`src/sv/ftpt_pkg.sv`:
```
// ----------------------------------------------------------------------------
// ftpt_pkg
// Types, constants and helpers shared by the first-touch page translator.
// ----------------------------------------------------------------------------
package ftpt_pkg;

   localparam int ADDR_W            = 64;
   localparam int PAGE_W            = 58;
   localparam int LOG2_W            = 5;
   localparam int TABLE_ENTRIES_DEF = 256;

   localparam logic [LOG2_W-1:0] LOG2_MIN   = 5'd6;
   localparam logic [LOG2_W-1:0] LOG2_MAX   = 5'd30;
   localparam logic [LOG2_W-1:0] LOG2_RESET = 5'd12;
   localparam logic [PAGE_W-1:0] FIRST_PAGE = 58'd1;

   // Search word handed from cell to cell
   typedef struct packed {
      logic              active;
      logic              hit;
      logic [PAGE_W-1:0] vpn;
      logic [PAGE_W-1:0] ppn;
   } search_word_type;

   // Broadcast write of a new mapping into one cell
   typedef struct packed {
      logic              en;
      logic [PAGE_W-1:0] tag;
      logic [PAGE_W-1:0] ppn;
   } alloc_write_type;

   typedef enum logic [1:0] {
      ST_IDLE,
      ST_SEARCH,
      ST_FINISH
   } state_type;

   // Page size clamped to the supported range
   function automatic logic [LOG2_W-1:0] clamp_log2(input logic [LOG2_W-1:0] raw);
      logic [LOG2_W-1:0] s;
      s = raw;
      if (s < LOG2_MIN) begin
         s = LOG2_MIN;
      end
      if (s > LOG2_MAX) begin
         s = LOG2_MAX;
      end
      return s;
   endfunction

endpackage

```
`src/sv/ftpt_cell.sv`:
```
// ----------------------------------------------------------------------------
// ftpt_cell
// One translation table entry. Compares the passing search word against its
// tag and hands the word on to the next cell, registered.
// ----------------------------------------------------------------------------
module ftpt_cell #(
   parameter int CELL_IDX = 0,
   parameter int IDX_W    = 8,
   parameter int CNT_W    = 9
) (
   input  logic                      clock,
   input  logic                      reset,
   input  ftpt_pkg::search_word_type word_i,
   output ftpt_pkg::search_word_type word_o,
   input  logic [CNT_W-1:0]          used_count,
   input  ftpt_pkg::alloc_write_type alloc_write,
   input  logic [IDX_W-1:0]          alloc_idx
);

   logic [ftpt_pkg::PAGE_W-1:0] tag_ff;
   logic [ftpt_pkg::PAGE_W-1:0] ppn_ff;
   ftpt_pkg::search_word_type   word_ff;
   ftpt_pkg::search_word_type   word_in;
   logic                        live;
   logic                        match;

   // entries are filled in order, so the fill count says which are valid
   assign live  = CNT_W'(CELL_IDX) < used_count;
   assign match = word_i.active && !word_i.hit && live && (tag_ff == word_i.vpn);

   // first match along the chain wins
   always_comb begin
      word_in     = word_i;
      word_in.hit = word_i.hit || match;
      word_in.ppn = match ? ppn_ff : word_i.ppn;
   end

   always_ff @(posedge clock) begin
      if (reset) begin
         word_ff.active <= 1'b0;
      end else begin
         word_ff <= word_in;
      end
   end

   // entry storage, written by broadcast
   always_ff @(posedge clock) begin
      if (alloc_write.en && (alloc_idx == IDX_W'(CELL_IDX))) begin
         tag_ff <= alloc_write.tag;
         ppn_ff <= alloc_write.ppn;
      end
   end

   assign word_o = word_ff;

endmodule

```
`config.mk`:
```
export PLATFORM = sky130hd
export DESIGN_NAME = ftpt_cell
export DESIGN_NICKNAME = d
export VERILOG_FILES = /design/src/sv/ftpt_pkg.sv /design/src/sv/ftpt_cell.sv
export SDC_FILE = /design/constraint.sdc
export NUM_CORES = 1
export LEC_CHECK = 0
export BUFFER_PORTS_ARGS = -buffer_cell sky130_fd_sc_hd__buf_2
export CAP_MARGIN = 20
export CORE_AREA = 4 4 142 144
export CTS_BUF_LIST = sky130_fd_sc_hd__clkbuf_16
export DETAILED_ROUTE_END_ITERATION = 10
export DIE_AREA = 0 0 146 148
export PLACE_DENSITY = 0.76
export SLEW_MARGIN = 10
export SYNTH_ARGS = -nofsm -noshare
export SYNTH_HDL_FRONTEND = slang
export SYNTH_SLANG_ARGS = --single-unit
```
`constraint.sdc`:
```
create_clock -name clock -period 26 [get_ports clock]
set_input_delay 7.8 -clock clock [delete_from_list [all_inputs] [get_ports clock]]
set_output_delay 7.8 -clock clock [all_outputs]
set_load 0.02 [all_outputs]
```
== After elaboration in Yosys (flattened, before gate mapping) ==
Cells that the tools add are included.

* $lt $le $gt $ge: 1
* Eq/ne operators: 1
* Mux-type cells: 1
* Reductions and logical operators: 7

{| class="wikitable"
|+ Operators with widths
! operator !! count
|-
| 58-bit == test || 1
|-
| 58-bit two-way mux || 1
|-
| 1-bit by 9-bit less-than comparator with 1-bit output, first input constant || 1
|-
| 8-bit logical NOT || 1
|-
| 1-bit logical AND || 4
|-
| 1-bit logical NOT || 1
|-
| 1-bit logical OR || 1
|}

* Flip-flop bits (word level): 234
* Bits of input ports: 254
* Output and inout bits: 118
* Logic and storage cells: 16

== Logic depth before layout (Yosys ltp) ==
* Depth after elaboration: 5
* Depth in mapped cells: 9
* Depth with buffers taken out: 6

== Worst setup path after synthesis ==
OpenSTA, ideal clock, no wires.

* Kind: input to register
* From: input alloc_idx[2]
* To: register ppn_ff[0] (netlist bit), enable pin
* Library setup time: 0.889 ns
* Arrival time: 19.079 ns
* Required time: 25.111 ns
* Setup slack: 6.032 ns
* Stages on the path: 3
* Buffers on the path: 0
* Cells stage by stage: nor4_1 nand3b_1 nor4_1

* Cells in the longest elaborated chain, start to end: 2

{| class="wikitable"
|+ Ends and longest elaborated chain
! element !! line !! RTL
|-
| start: declaration || ftpt_cell.sv:17 || <nowiki>input logic [IDX_W-1:0] alloc_idx</nowiki>
|-
| 8-bit logical NOT || ftpt_cell.sv:48 || <nowiki>if (alloc_write.en && (alloc_idx == IDX_W'(CELL_IDX))) begin</nowiki>
|-
| 1-bit logical AND || ftpt_cell.sv:48 ||
|-
| end signal: assignment || ftpt_cell.sv:50 || <nowiki>ppn_ff <= alloc_write.ppn;</nowiki>
|-
| end: declaration || ftpt_cell.sv:21 || <nowiki>logic [ftpt_pkg::PAGE_W-1:0] ppn_ff;</nowiki>
|}

Every way passes these cells.
A chain may end at the register's enable or synchronous reset.

==> flow_summary_export.csv <==
group,metric,value,unit
outcome,outcome,"finished, final reports clean",
pwr,leakage,4.61,nW
yosys,synthAdderAreaFrac,0,%
global_routing,grt_pass1_wl,29.5,mm
final_layout,drive_gt1_share,57.9,%
yosys,synth_flop_cell,"edfxtp_1",
yosys,synth.top_cells.by_count,"edfxtp_1, mux2_2, xnor2_1",
cts,cts_setup_buffers,0,
floorplanning,initial_core_util,45.3,%
yosys,yosysMostFrequentCell,"edfxtp_1",
route,wl_per_cell,19.3,microns
final_layout,fillers,1442,
critical_path,critPathMaxFanout,59,
yosys,synth_edf_count,233,
final_layout,syn_to_final_growth,34.5,%
min_path,holdPathStages,1,
yosys,yosys_warnings,0,
sta,finalSetupViolCount,0,
route,drt-total-wl,20.2,mm
sta,rsz0062_at_grt,"false",
cts,h-tree-depth,1,
pwr,powerDensity,73.6,nW/um^2
cts,cts_buffers,24,
yosys,synth_nets,651,
yosys,yosysTopAreaCell,"edfxtp_1",
critical_path,cp_num_buf_inv,2,
cts,cts.repair.resized,0,
route,initialDrtViolationCount,207,
floorplanning,die-area,21600,sq um
critical_path,cp_cell_sequence,"buf_2 > xnor2_1 > nand4_1 > nor4_1 > nand4_1 > or4_2 > buf_4 > mux2_2",
sta,fmax,0.0987,GHz
yosys,muxShareOfSynthArea,8.11,%
global_routing,antenna_found_initial,3,
critical_path,critPathMaxStageDelay,0.68,ns
yosys,syn_inst,397,
flow_run,drv_cap,0,
cts,clockRootBuffer,"clkbuf_16",
pwr,power.switching,0.180,mW
floorplanning,fp-row-count,50,
route,drt_pass1_iterations,4,
critical_path,r2r_cells,7,
final_layout,final_cell_area,11400,sq um
sta,final_hold_viol_count,0,
floorplanning,die_w,146,microns
sta,fin_crit_sh,39.0,%
place,numPortBuffers,371,
pwr,ir_drop,0.0635,mV
floorplanning,fp.coreArea,18700,sq um
place,placed_area,10600,sq um
cts,clkSlewWorstSetupHoldPaths,0.06,ns
route,drcViolationCount,0,
critical_path,crit_arrival,10.39,ns
min_path,hp-class,"reg2reg",
critical_path,critPathKind,"in2reg",
critical_path,startpoint_type,"input pin",
critical_path,endpoint_kind,"flop",
yosys,synth_async_sr_flop_share,0,%
cts,clock-sinks,234,
pwr,swShare,21.4,%
min_path,worstHoldStart,"ppn_ff[16]$_DFFE_PP_",
final_layout,fin_nets,1045,
route,post_drt_via_cell_ratio,4.81,
critical_path,critPathTopFamily,"simple AND/OR/NAND/NOR gates",
floorplanning,dieHeight,148,microns
place,gp_congestion,0.796,
yosys,synth-xor-area-share,5.07,%
critical_path,worstPathRequired,26.25,ns
yosys,syn-cell-area,8470,sq um
sta,slew_viol_final,0,
yosys,seq_area_frac_synth,82.8,%
yosys,ys_types,27,
pwr,p_int,0.659,mW
global_routing,grt_pass1_vias,5407,
critical_path,worst_path_most_repeated_cell,"nand4_1",
sta,skew,0.0192,ns
global_routing,grt_usage,17.7,%
cts,postCtsHoldBufs,0,
yosys,synth-simple-area-share,2.05,%
global_routing,grt_max_degree,65,
pwr,p_comb_share,8.3,%
critical_path,worstSetupPathDepth,8,
pwr,p_clk_share,39.7,%
critical_path,r2r-start,"tag_ff[19]$_DFFE_PP_",
floorplanning,io_pins,372,
sta,worstMarginPinSlew,0.895,ns
route,num_vias,5024,
place,place_hpwl,15.2,mm
critical_path,cp_slowest_cell,"or4_2",
yosys,syn_avg_cell_area,21.3,sq um
global_routing,grt-ovfl-total,0,
yosys,synth_compound_area_share,0.931,%
yosys,ys_ff_latch,234,
cts,insertion_delay,0.52,ns
route,ant_nets,0,
cts,clock_path_buffers,3,
sta,tns,0,ns
yosys,synth_top_area_share,82.6,%
pwr,power_frac_seq,52.0,%
sta,relSlewSlack,40.3,%
sta,hold_ws,0.543,ns
critical_path,startpoint,"word_i[77]",
cts,cts_tree,"yes",
yosys,synth.area.top_cells,"edfxtp_1, mux2_2, xnor2_1",
sta,finalCriticalPeriod,10.13,ns
yosys,synth_top_family_by_area,"multiplexers",
[layout make-up]
type                            instances  area, sq um  area share, %
Antenna cell                            2         5.00         0.0439
Clock buffer                           24          601           5.27
Clock inverter                         19          171           1.50
Inverter                               10         40.0          0.352
Multi-Input combinational cell        146         1380           12.1
Sequential cell                       234         7020           61.6
Tap cell                              234          293           2.57
Timing Repair Buffer                  375         1890           16.6
[power groups by stage]
stage | logic (mW) | registers [mW] | clock network [mW]
after floorplan | 0.0112 | 0.464 | 0
final | 0.0700 | 0.436 | 0.333
after CTS | 0.0709 | 0.436 | 0.343
after global placement | 0.0694 | 0.443 | 0
after global routing | 0.0749 | 0.437 | 0.357
after detailed placement | 0.0707 | 0.444 | 0
[layer usage]
layer / vias up / global-route usage (%) / wire [microns]
met4: 2 / 5.83 / 500
li1: 2353 / - / -
met5: - / 0 / 8
met2: 270 / 31.2 / 10400
met3: 38 / 6.01 / 1940
met1: 2361 / 20.3 / 7360
[flip-flops by register name (all words and copies together) (netlist names)]
signal / count
ppn_ff: 58
tag_ff: 58
word_o: 118
[cells by family (layout without fill, tap and decap cells)]
kind of cell    after synthesis  after routing
compound gates               10             10
flops                       234            234
simple gates                 29             29
other cells                   0              2
mux                          58             58
buf+inv                      17            428
xor+xnor                     49             49
[layout by cell type, fill, tap and decap left out, types with 2 or more instances in the layout]
master and instances:
bufinv_16 3, inv_1 11, xor2_1 24, o2bb2ai_1 2, clkbuf_16 24, mux2_2 49, nor3_1 2, clkinv_1 9
mux2_4 9, nand3_1 2, nor4_1 9, clkinv_2 3, a221oi_1 2, xnor2_1 25, nor2_1 2, buf_2 371
o221ai_1 2, diode_2 2, buf_4 4, edfxtp_1 233, nand4_1 7
[metrics by stage]
stage | instances | utilization (%) | total power [mW] | worst slack, ns
after CTS | 1042 | 60.9 | 0.850 | 15.82
after detailed placement | 999 | 56.7 | 0.514 | 15.27
after global routing | 1044 | 60.9 | 0.869 | 15.71
after global placement | 999 | 56.7 | 0.513 | 15.25
final | 1044 | 60.9 | 0.839 | 15.87
after floorplan | 397 | - | 0.476 | 6.03
[worst paths after layout]
path / end / slack [ns]
worst max-delay path: word_o[36]$_DFFE_PN_ / 15.87
worst min-delay path: word_o[16]$_DFFE_PN_ / 0.54
worst max register to register: word_o[36]$_DFFE_PN_ / 22.90
worst min register to register: word_o[16]$_DFFE_PN_ / 0.54
(Power assumes the default switching activity.)
