--- src/sv/ftpt_pkg.sv ---
// ----------------------------------------------------------------------------
// ftpt_pkg
// Types, constants and helpers shared by the first-touch page translator.
// ----------------------------------------------------------------------------
package ftpt_pkg;

   localparam int ADDR_W            = 64;
   localparam int PAGE_W            = 58;
   localparam int LOG2_W            = 5;
   localparam int TABLE_ENTRIES_DEF = 256;

   localparam logic [LOG2_W-1:0] LOG2_MIN   = 5'd6;
   localparam logic [LOG2_W-1:0] LOG2_MAX   = 5'd30;
   localparam logic [LOG2_W-1:0] LOG2_RESET = 5'd12;
   localparam logic [PAGE_W-1:0] FIRST_PAGE = 58'd1;

   // Search word handed from cell to cell
   typedef struct packed {
      logic              active;
      logic              hit;
      logic [PAGE_W-1:0] vpn;
      logic [PAGE_W-1:0] ppn;
   } search_word_type;

   // Broadcast write of a new mapping into one cell
   typedef struct packed {
      logic              en;
      logic [PAGE_W-1:0] tag;
      logic [PAGE_W-1:0] ppn;
   } alloc_write_type;

   typedef enum logic [1:0] {
      ST_IDLE,
      ST_SEARCH,
      ST_FINISH
   } state_type;

   // Page size clamped to the supported range
   function automatic logic [LOG2_W-1:0] clamp_log2(input logic [LOG2_W-1:0] raw);
      logic [LOG2_W-1:0] s;
      s = raw;
      if (s < LOG2_MIN) begin
         s = LOG2_MIN;
      end
      if (s > LOG2_MAX) begin
         s = LOG2_MAX;
      end
      return s;
   endfunction

endpackage

--- src/sv/ftpt_ctl.sv ---
// ----------------------------------------------------------------------------
// ftpt_ctl
// Sequencer: takes a request word, launches it down the cell chain, forms
// the response from the chain tail and allocates a page on a miss while the table has room.
// ----------------------------------------------------------------------------
module ftpt_ctl #(
   parameter int TABLE_ENTRIES = ftpt_pkg::TABLE_ENTRIES_DEF,
   parameter int IDX_W         = $clog2(TABLE_ENTRIES),
   parameter int CNT_W         = $clog2(TABLE_ENTRIES + 1)
) (
   input  logic                               clock,
   input  logic                               reset,
   input  logic                               req_valid,
   output logic                               req_stall,
   input  logic [ftpt_pkg::ADDR_W-1:0]        req_virt_addr,
   input  logic                               csr_write_en,
   input  logic [ftpt_pkg::LOG2_W-1:0]        csr_write_data,
   output logic                               rsp_valid,
   input  logic                               rsp_stall,
   output logic [ftpt_pkg::ADDR_W-1:0]        rsp_phys_addr,
   output logic                               rsp_newly_allocated,
   output logic                               rsp_table_full,
   output ftpt_pkg::search_word_type          head_word,
   input  ftpt_pkg::search_word_type          tail_word,
   output logic [CNT_W-1:0]                   used_count,
   output ftpt_pkg::alloc_write_type          alloc_write,
   output logic [IDX_W-1:0]                   alloc_idx
);

   ftpt_pkg::state_type state_ff, state_in;

   logic [ftpt_pkg::LOG2_W-1:0] page_log2_ff;
   logic [ftpt_pkg::ADDR_W-1:0] va_ff, va_in;
   logic [ftpt_pkg::PAGE_W-1:0] vpn_ff, vpn_in;
   logic                        launch_ff;
   logic [CNT_W-1:0]            used_ff, used_in;
   logic [ftpt_pkg::PAGE_W-1:0] next_page_ff, next_page_in;
   logic                        hit_ff, hit_in;
   logic [ftpt_pkg::PAGE_W-1:0] hit_ppn_ff, hit_ppn_in;
   logic                        rsp_valid_ff, rsp_valid_in;
   logic [ftpt_pkg::ADDR_W-1:0] rsp_phys_ff, rsp_phys_in;
   logic                        rsp_new_ff, rsp_new_in;
   logic                        rsp_full_ff, rsp_full_in;

   logic [ftpt_pkg::LOG2_W-1:0] sh;
   logic [ftpt_pkg::ADDR_W-1:0] shifted;
   logic [ftpt_pkg::ADDR_W-1:0] offset;
   logic [ftpt_pkg::PAGE_W-1:0] ppn_sel;
   logic                        full;
   logic                        rsp_free;
   logic                        accept;
   logic                        finish;
   logic                        alloc;

   // next state, datapath and outputs
   always_comb begin
      sh       = ftpt_pkg::clamp_log2(page_log2_ff);
      shifted  = req_virt_addr >> sh;
      offset   = va_ff & ((64'd1 << sh) - 64'd1);
      full     = (used_ff == CNT_W'(TABLE_ENTRIES));
      ppn_sel  = hit_ff ? hit_ppn_ff : next_page_ff;
      rsp_free = !rsp_valid_ff || !rsp_stall;
      accept   = 1'b0;
      finish   = 1'b0;
      state_in = state_ff;

      unique case (state_ff)
         ftpt_pkg::ST_IDLE: begin
            if (req_valid) begin
               accept   = 1'b1;
               state_in = ftpt_pkg::ST_SEARCH;
            end
         end
         ftpt_pkg::ST_SEARCH: begin
            if (tail_word.active) begin
               state_in = ftpt_pkg::ST_FINISH;
            end
         end
         ftpt_pkg::ST_FINISH: begin
            if (rsp_free) begin
               finish   = 1'b1;
               state_in = ftpt_pkg::ST_IDLE;
            end
         end
         default: begin
            state_in = ftpt_pkg::ST_IDLE;
         end
      endcase

      alloc = finish && !hit_ff && !full;

      // request capture
      va_in  = accept ? req_virt_addr : va_ff;
      vpn_in = accept ? shifted[ftpt_pkg::PAGE_W-1:0] : vpn_ff;

      // chain tail capture
      hit_in     = (state_ff == ftpt_pkg::ST_SEARCH && tail_word.active) ? tail_word.hit : hit_ff;
      hit_ppn_in = (state_ff == ftpt_pkg::ST_SEARCH && tail_word.active) ? tail_word.ppn
                                                                         : hit_ppn_ff;

      // allocation pointers
      used_in      = alloc ? used_ff + CNT_W'(1) : used_ff;
      next_page_in = alloc ? next_page_ff + ftpt_pkg::PAGE_W'(1) : next_page_ff;

      // response word
      rsp_valid_in = finish ? 1'b1 : (rsp_valid_ff && rsp_stall);
      rsp_phys_in  = rsp_phys_ff;
      rsp_new_in   = rsp_new_ff;
      rsp_full_in  = rsp_full_ff;
      if (finish) begin
         if (!hit_ff && full) begin
            rsp_phys_in = '0;
            rsp_new_in  = 1'b0;
            rsp_full_in = 1'b1;
         end else begin
            rsp_phys_in = ({{(ftpt_pkg::ADDR_W - ftpt_pkg::PAGE_W){1'b0}}, ppn_sel} << sh)
                          + offset;
            rsp_new_in  = !hit_ff;
            rsp_full_in = 1'b0;
         end
      end
   end

   // control registers
   always_ff @(posedge clock) begin
      if (reset) begin
         state_ff     <= ftpt_pkg::ST_IDLE;
         page_log2_ff <= ftpt_pkg::LOG2_RESET;
         launch_ff    <= 1'b0;
         used_ff      <= '0;
         next_page_ff <= ftpt_pkg::FIRST_PAGE;
         rsp_valid_ff <= 1'b0;
      end else begin
         state_ff     <= state_in;
         launch_ff    <= accept;
         used_ff      <= used_in;
         next_page_ff <= next_page_in;
         rsp_valid_ff <= rsp_valid_in;
         if (csr_write_en) begin
            page_log2_ff <= csr_write_data;
         end
      end
   end

   // payload registers
   always_ff @(posedge clock) begin
      va_ff       <= va_in;
      vpn_ff      <= vpn_in;
      hit_ff      <= hit_in;
      hit_ppn_ff  <= hit_ppn_in;
      rsp_phys_ff <= rsp_phys_in;
      rsp_new_ff  <= rsp_new_in;
      rsp_full_ff <= rsp_full_in;
   end

   // chain head: launched for one cycle after accept
   always_comb begin
      head_word.active = launch_ff;
      head_word.hit    = 1'b0;
      head_word.vpn    = vpn_ff;
      head_word.ppn    = '0;
   end

   assign alloc_write.en  = alloc;
   assign alloc_write.tag = vpn_ff;
   assign alloc_write.ppn = next_page_ff;
   assign alloc_idx       = used_ff[IDX_W-1:0];
   assign used_count      = used_ff;

   assign req_stall           = (state_ff != ftpt_pkg::ST_IDLE);
   assign rsp_valid           = rsp_valid_ff;
   assign rsp_phys_addr       = rsp_phys_ff;
   assign rsp_newly_allocated = rsp_new_ff;
   assign rsp_table_full      = rsp_full_ff;

endmodule

--- config.mk ---
export PLATFORM = sky130hd
export DESIGN_NAME = ftpt_ctl
export DESIGN_NICKNAME = d
export VERILOG_FILES = /design/src/sv/ftpt_pkg.sv /design/src/sv/ftpt_ctl.sv
export SDC_FILE = /design/constraint.sdc
export NUM_CORES = 1
export LEC_CHECK = 0
export ABC_AREA = 1
export BUFFER_PORTS_ARGS = -buffer_cell sky130_fd_sc_hd__buf_2
export CAP_MARGIN = 15
export CORE_ASPECT_RATIO = 0.6
export CORE_MARGIN = 1.5
export CORE_UTILIZATION = 50
export CTS_BUF_LIST = sky130_fd_sc_hd__clkbuf_16
export DETAILED_ROUTE_END_ITERATION = 10
export PLACE_DENSITY = 0.77
export SLEW_MARGIN = 10
export SYNTH_ARGS = -nofsm -noshare
export SYNTH_HDL_FRONTEND = slang
export SYNTH_SLANG_ARGS = --single-unit
--- constraint.sdc ---
create_clock -name clock -period 6.05 [get_ports clock]
set_clock_uncertainty 0.2 [all_clocks]
set_input_delay 0.9075 -clock clock [delete_from_list [all_inputs] [get_ports clock]]
set_output_delay 0.9075 -clock clock [all_outputs]
set_load 0.005 [all_outputs]
==> Word-level counts from Yosys, hierarchy flattened <==
Index checks and enable logic that the tools add are counted.
{ "totals": {"inputBits": 192, "ff_bits": 323, "elab_cells": 55} }
{ "op_classes": {"shifts": 3, "n_mux": 13, "eq_ne": 6, "add_sub_neg": 4, "magnitude_cmp": 2, "n_reduce_logical": 13, "bitwise": 1} }
{ "op_table": {"columns": ["operator", "count"], "rows": [
  ["$add 64x64->64", 1],
  ["$and 64x64->64", 1],
  ["$shl 1x5->64 const A", 1],
  ["$shl 58x5->64", 1],
  ["$shr 64x5->58", 1],
  ["$sub 64x1->64 const B", 1],
  ["$add 58x1->58 const B", 1],
  ["$mux 58", 1],
  ["$mux 5", 2],
  ["$add 9x1->9 const B", 1],
  ["$eq 9x9->1 const B", 1],
  ["$mux 1", 6],
  ["$mux 2", 3],
  ["$ne 2x2->1 const B", 3],
  ["$pmux 2 s3", 1],
  ["$gt 5x5->1 const B", 1],
  ["$logic_and 1x1->1", 5],
  ["$lt 5x3->1 const B", 1],
  ["$logic_not 1->1", 4],
  ["$reduce_and 3->1", 1],
  ["$eq 2x1->1 const B", 1],
  ["$eq 2x2->1 const B", 1],
  ["$logic_not 2->1", 1],
  ["$reduce_bool 2->1", 1],
  ["$logic_or 1x1->1", 1]
]} }

==> Depth between registers and ports, before layout <==
{ "logic_depth": {"word_depth": 8, "ltp_mapped": 31, "depth_no_buf": 28} }

==> Worst setup path after synthesis <==
OpenSTA, ideal clock, no wires.
{ "synth_path": {"path_kind": "input-to-reg", "from": "input port tail_word[117] (netlist name)", "to": "register hit_ff, enable pin", "path_stages": 2, "path_slack_ps": 298, "arrival_time_ps": 5001, "path_buffers": 0, "path_cell_list": "inv_1 nor3_1"} }
{ "synth_via": {"elab_chain_len": 1} }
{ "synth_lines": {"columns": ["item", "line_no", "source"], "rows": [
  ["from (decl)", "ftpt_ctl.sv:24", "input ftpt_pkg::search_word_type tail_word,"],
  ["$logic_and 1x1->1", "ftpt_ctl.sv:97", "hit_in = (state_ff == ftpt_pkg::ST_SEARCH && tail_word.active) ? tail_word.hit : hit_ff;"],
  ["to (signal assigned)", "ftpt_ctl.sv:149", "hit_ff <= hit_in;"],
  ["to (decl)", "ftpt_ctl.sv:38", "logic hit_ff, hit_in;"]
]} }
Every way passes these cells.
A chain may end at the register's enable or synchronous reset.

==> Final worst setup path <==
{ "layout_path": {"from": "register page_log2_ff[1] (netlist name)", "to": "register rsp_phys_ff (netlist bit rsp_phys_addr[38]) (data pin)"} }
{ "layout_via": {"elab_chain_len": 8, "elab_cells_between_ends": 9, "cone_classes": "2 x add/sub; 2 x order compare; 2 x shift; 2 x mux; 1 x bitwise"} }
{ "layout_lines": {"columns": ["item", "line_no", "source"], "rows": [
  ["from (decl)", "ftpt_ctl.sv:32", "logic [ftpt_pkg::LOG2_W-1:0] page_log2_ff;"],
  ["from (signal assigned)", "ftpt_ctl.sv:128", "page_log2_ff <= ftpt_pkg::LOG2_RESET;"],
  ["from (signal assigned)", "ftpt_ctl.sv:140", "page_log2_ff <= csr_write_data;"],
  ["$lt 5x3->1", "ftpt_pkg.sv:42", "if (s < LOG2_MIN) begin"],
  ["$mux 5 *", "ftpt_pkg.sv:42", null],
  ["$gt 5x5->1", "ftpt_pkg.sv:45", "if (s > LOG2_MAX) begin"],
  ["$mux 5 *", "ftpt_pkg.sv:45", null],
  ["$shl 1x5->64", "ftpt_ctl.sv:59", "offset = va_ff & ((64'd1 << sh) - 64'd1);"],
  ["$sub 64x1->64", "ftpt_ctl.sv:59", null],
  ["$and 64x64->64", "ftpt_ctl.sv:59", null],
  ["$add 64x64->64 *", "ftpt_ctl.sv:117", "+ offset;"],
  ["to (signal assigned)", "ftpt_ctl.sv:151", "rsp_phys_ff <= rsp_phys_in;"],
  ["to (decl)", "ftpt_ctl.sv:41", "logic [ftpt_pkg::ADDR_W-1:0] rsp_phys_ff, rsp_phys_in;"]
]} }
Every way passes the cells marked *; elsewhere a longest branch is shown, timed or not.

==> impl_metrics.toml <==
[placement]
placed_cells_incl_taps = 4529
hpwl_um = 72300
io_buffers = 394
gp_congestion = 1.01

[clock_tree]
cts_tree = "built"
cts_resized = 0
cts_setup_buffers = 0
cts_max_level = 1
hold_buffers = 0
cts_root_buf = "clkbuf_16"
clock-sinks = 292
clk_latency_ns = 0.61
cts_buffers = 31
clk_pin_slew_ns = 0.07
clockBufferDepth = 3

[synthesis]
synth_seq_cells = 292
synthArstFlopShare_pct = 0
ys.flop_type = "edfxtp_1"
yosysUniqueCellTypes = 50
postSynthAreaPerCell_um2 = 6.67
yosys_warnings = 0
synth_edf_count = 216
synth_area_mm2 = 0.0241
synth.yosys.seq_area_share_pct = 33.2
netlist_instances = 3618

[pwr]
peakVddDrop_v = 0.000260
leakage_nw = 12.2
power.total_mw = 6.72
power_density_mw_per_mm2 = 247

[outcome]
status = "complete, no violations"

[route]
wl_per_cell_um = 19.6
route.detailed.drc = 0
ant_nets = 0
dr_total_vias = 25700
drt_wl_total_um = 90300
drt-initial-drc-count = 3243
first_pass_iters = 6
vias_per_cell = 5.59

[die]
die-area_mm2 = 0.0496
die_w_um = 287
start_util_pct = 50.6
rows = 62
die_h_um = 173
ios = 512
core-area_mm2 = 0.0477

[timing]
fin_setup_tns_ns = 0
worst_pin_slew_ns = 1.06
fin_crit_ns = 5.36
relSlewSlack_pct = 28.7
max_freq_ghz = 0.187
hold_viol = 0
setup_viol = 0
slew_viol_final = 0
fin_crit_sh_pct = 88.6
rsz0062_at_grt = "false"

[final_layout]
multi_input_area_mm2 = 0.0134
area_delta_synth_final_pct = 13.0
final_common_cell = "nand2_1"
layout_common_cells = "nand2_1 (986), buf_2 (394), inv_1 (376), o21ai_0 (291), nor2_1 (288)"
fill_cells = 4826
fin_cells = 4595
seqCellArea_mm2 = 0.00802
nets = 4183
drive_above_1_share_pct = 14.2

[min_path]
whs_path_depth = 1
worst_hold_startpoint = "tail_word[36]"
hold_class = "primary input to flop"

[worst_setup_path]
crit_fanout = 27
cp-startpoint = "page_log2_ff[1]"
startpoint_type = "flop"
rr_startpoint = "page_log2_ff[1]"
critical_path.endpoint_type = "flop"
required_ns = 6.17
arrival_ns = 5.48
reg2regPathDepth = 22
path_class = "flop to flop"

[global_routing]
antenna_found_initial = 8
grt_usage_pct = 35.5
grt_pass1_vias = 22900
grt-ovfl-total = 0
grt_pass1_wl_um = 136000
grt_max_degree = 87

[flow_run]
maxCapViolCount = 0
[area by class of cell]
type | count | area share (%)
multi-input cells | 2755 | 49.2
flip-flops and latches | 292 | 29.4
repair buffers | 459 | 9.07
inverters | 383 | 5.29
clock buffers | 32 | 2.94
well taps | 640 | 2.94
clock inverters | 26 | 1.14
diodes | 8 | 0.0734
[worst paths after layout]
| check | endpoint | slack [ns] |
|---|---|---|
| worst max register to register | rsp_phys_addr[38] | 0.69 |
| worst max-delay path | rsp_phys_addr[38] | 0.69 |
| worst min register to register | next_page_ff[24] | 0.31 |
| worst min-delay path | hit_ppn_ff[36] | 0.28 |
[state kept, by name, indices dropped and copies added (netlist names)]
register,cells
launch_ff,1
hit_ppn_ff,58
hit_ff,1
page_log2_ff,5
state_ff,2
rsp_phys_addr,64
rsp_newly_allocated,1
used_count,9
rsp_table_full,1
va_ff,33
rsp_valid,1
vpn_ff,58
next_page_ff,58
[per-layer routing]
layer	routed length (um)	global-route usage [%]	up-vias
met5	0	0	-
met4	2200	8.27	0
met3	10800	7.93	130
met2	36400	50.8	1445
met1	40900	53.8	11700
li1	-	-	12400
[power by group]
group          leakage, nW  switching [mW]  internal (mW)
combinational         9.01            1.50          0.732
clock                0.554           0.897           1.23
sequential            2.63          0.0494           2.32
total                 12.2            2.45           4.28
[cell families after synthesis]
group,after synthesis,synth area share [%]
compound gates,809,18.0
simple gates,1705,29.6
buf+inv,670,12.9
flops,292,33.2
fa+ha+maj,69,3.61
mux,20,0.830
xor+xnor,51,1.85
other cells,2,0.0311
[synthesized netlist by cell type (all sizes together), types with 3 or more instances]
cell      n  share of area, %
a21boi    7              0.22
a21o     12              0.37
a21oi   223               4.6
a22oi     3             0.093
a31oi    17              0.44
buf     195               5.5
clkbuf   92               1.4
dfxtp    76               6.3
edfxtp  216                27
ha       68               3.5
inv     383               6.0
mux2i    20              0.83
nand2   989                15
nand3   237               5.0
nand3b    5              0.16
nand4    43               1.1
nor2    294               4.6
nor3     44              0.91
nor3b     3             0.093
nor4     19              0.49
o211ai   33               1.0
o21a     14              0.44
o21ai   460               9.6
o21bai   18              0.56
o22ai    16              0.41
or2      67               1.7
xor2     49               1.8
[through the flow]
stage	setup WS (ns)	hold WS, ns	area (um^2)	util (%)
finish	0.689	0.276	27300	57.2
global route	0.360	0.264	27300	57.2
CTS	0.997	0.263	27300	57.1
detailed placement	1.01	0.293	26100	54.8
global placement	1.11	0.287	26100	54.8
floorplan	0.298	0.277	24500	-
[critical path: stages (launching register included)]
cell and delay (ns):
dfxtp_1 0.56, nand2_1 0.17, nand2_2 0.25, nand3_4 0.19, inv_2 0.22, buf_4 0.31
o21ai_0 0.17, nand2_1 0.09, o21ai_0 0.11, nand2_1 0.10, o21ai_1 0.09, mux2i_1 0.33
o21ai_1 0.11, ha_1 0.36, a21oi_1 0.26, o21ai_0 0.20, a21oi_1 0.36, o21ai_0 0.26
inv_1 0.11, nand2_1 0.20, a21oi_1 0.23, or2_2 0.14, a21oi_1 0.05
(Power assumes the default switching activity.)
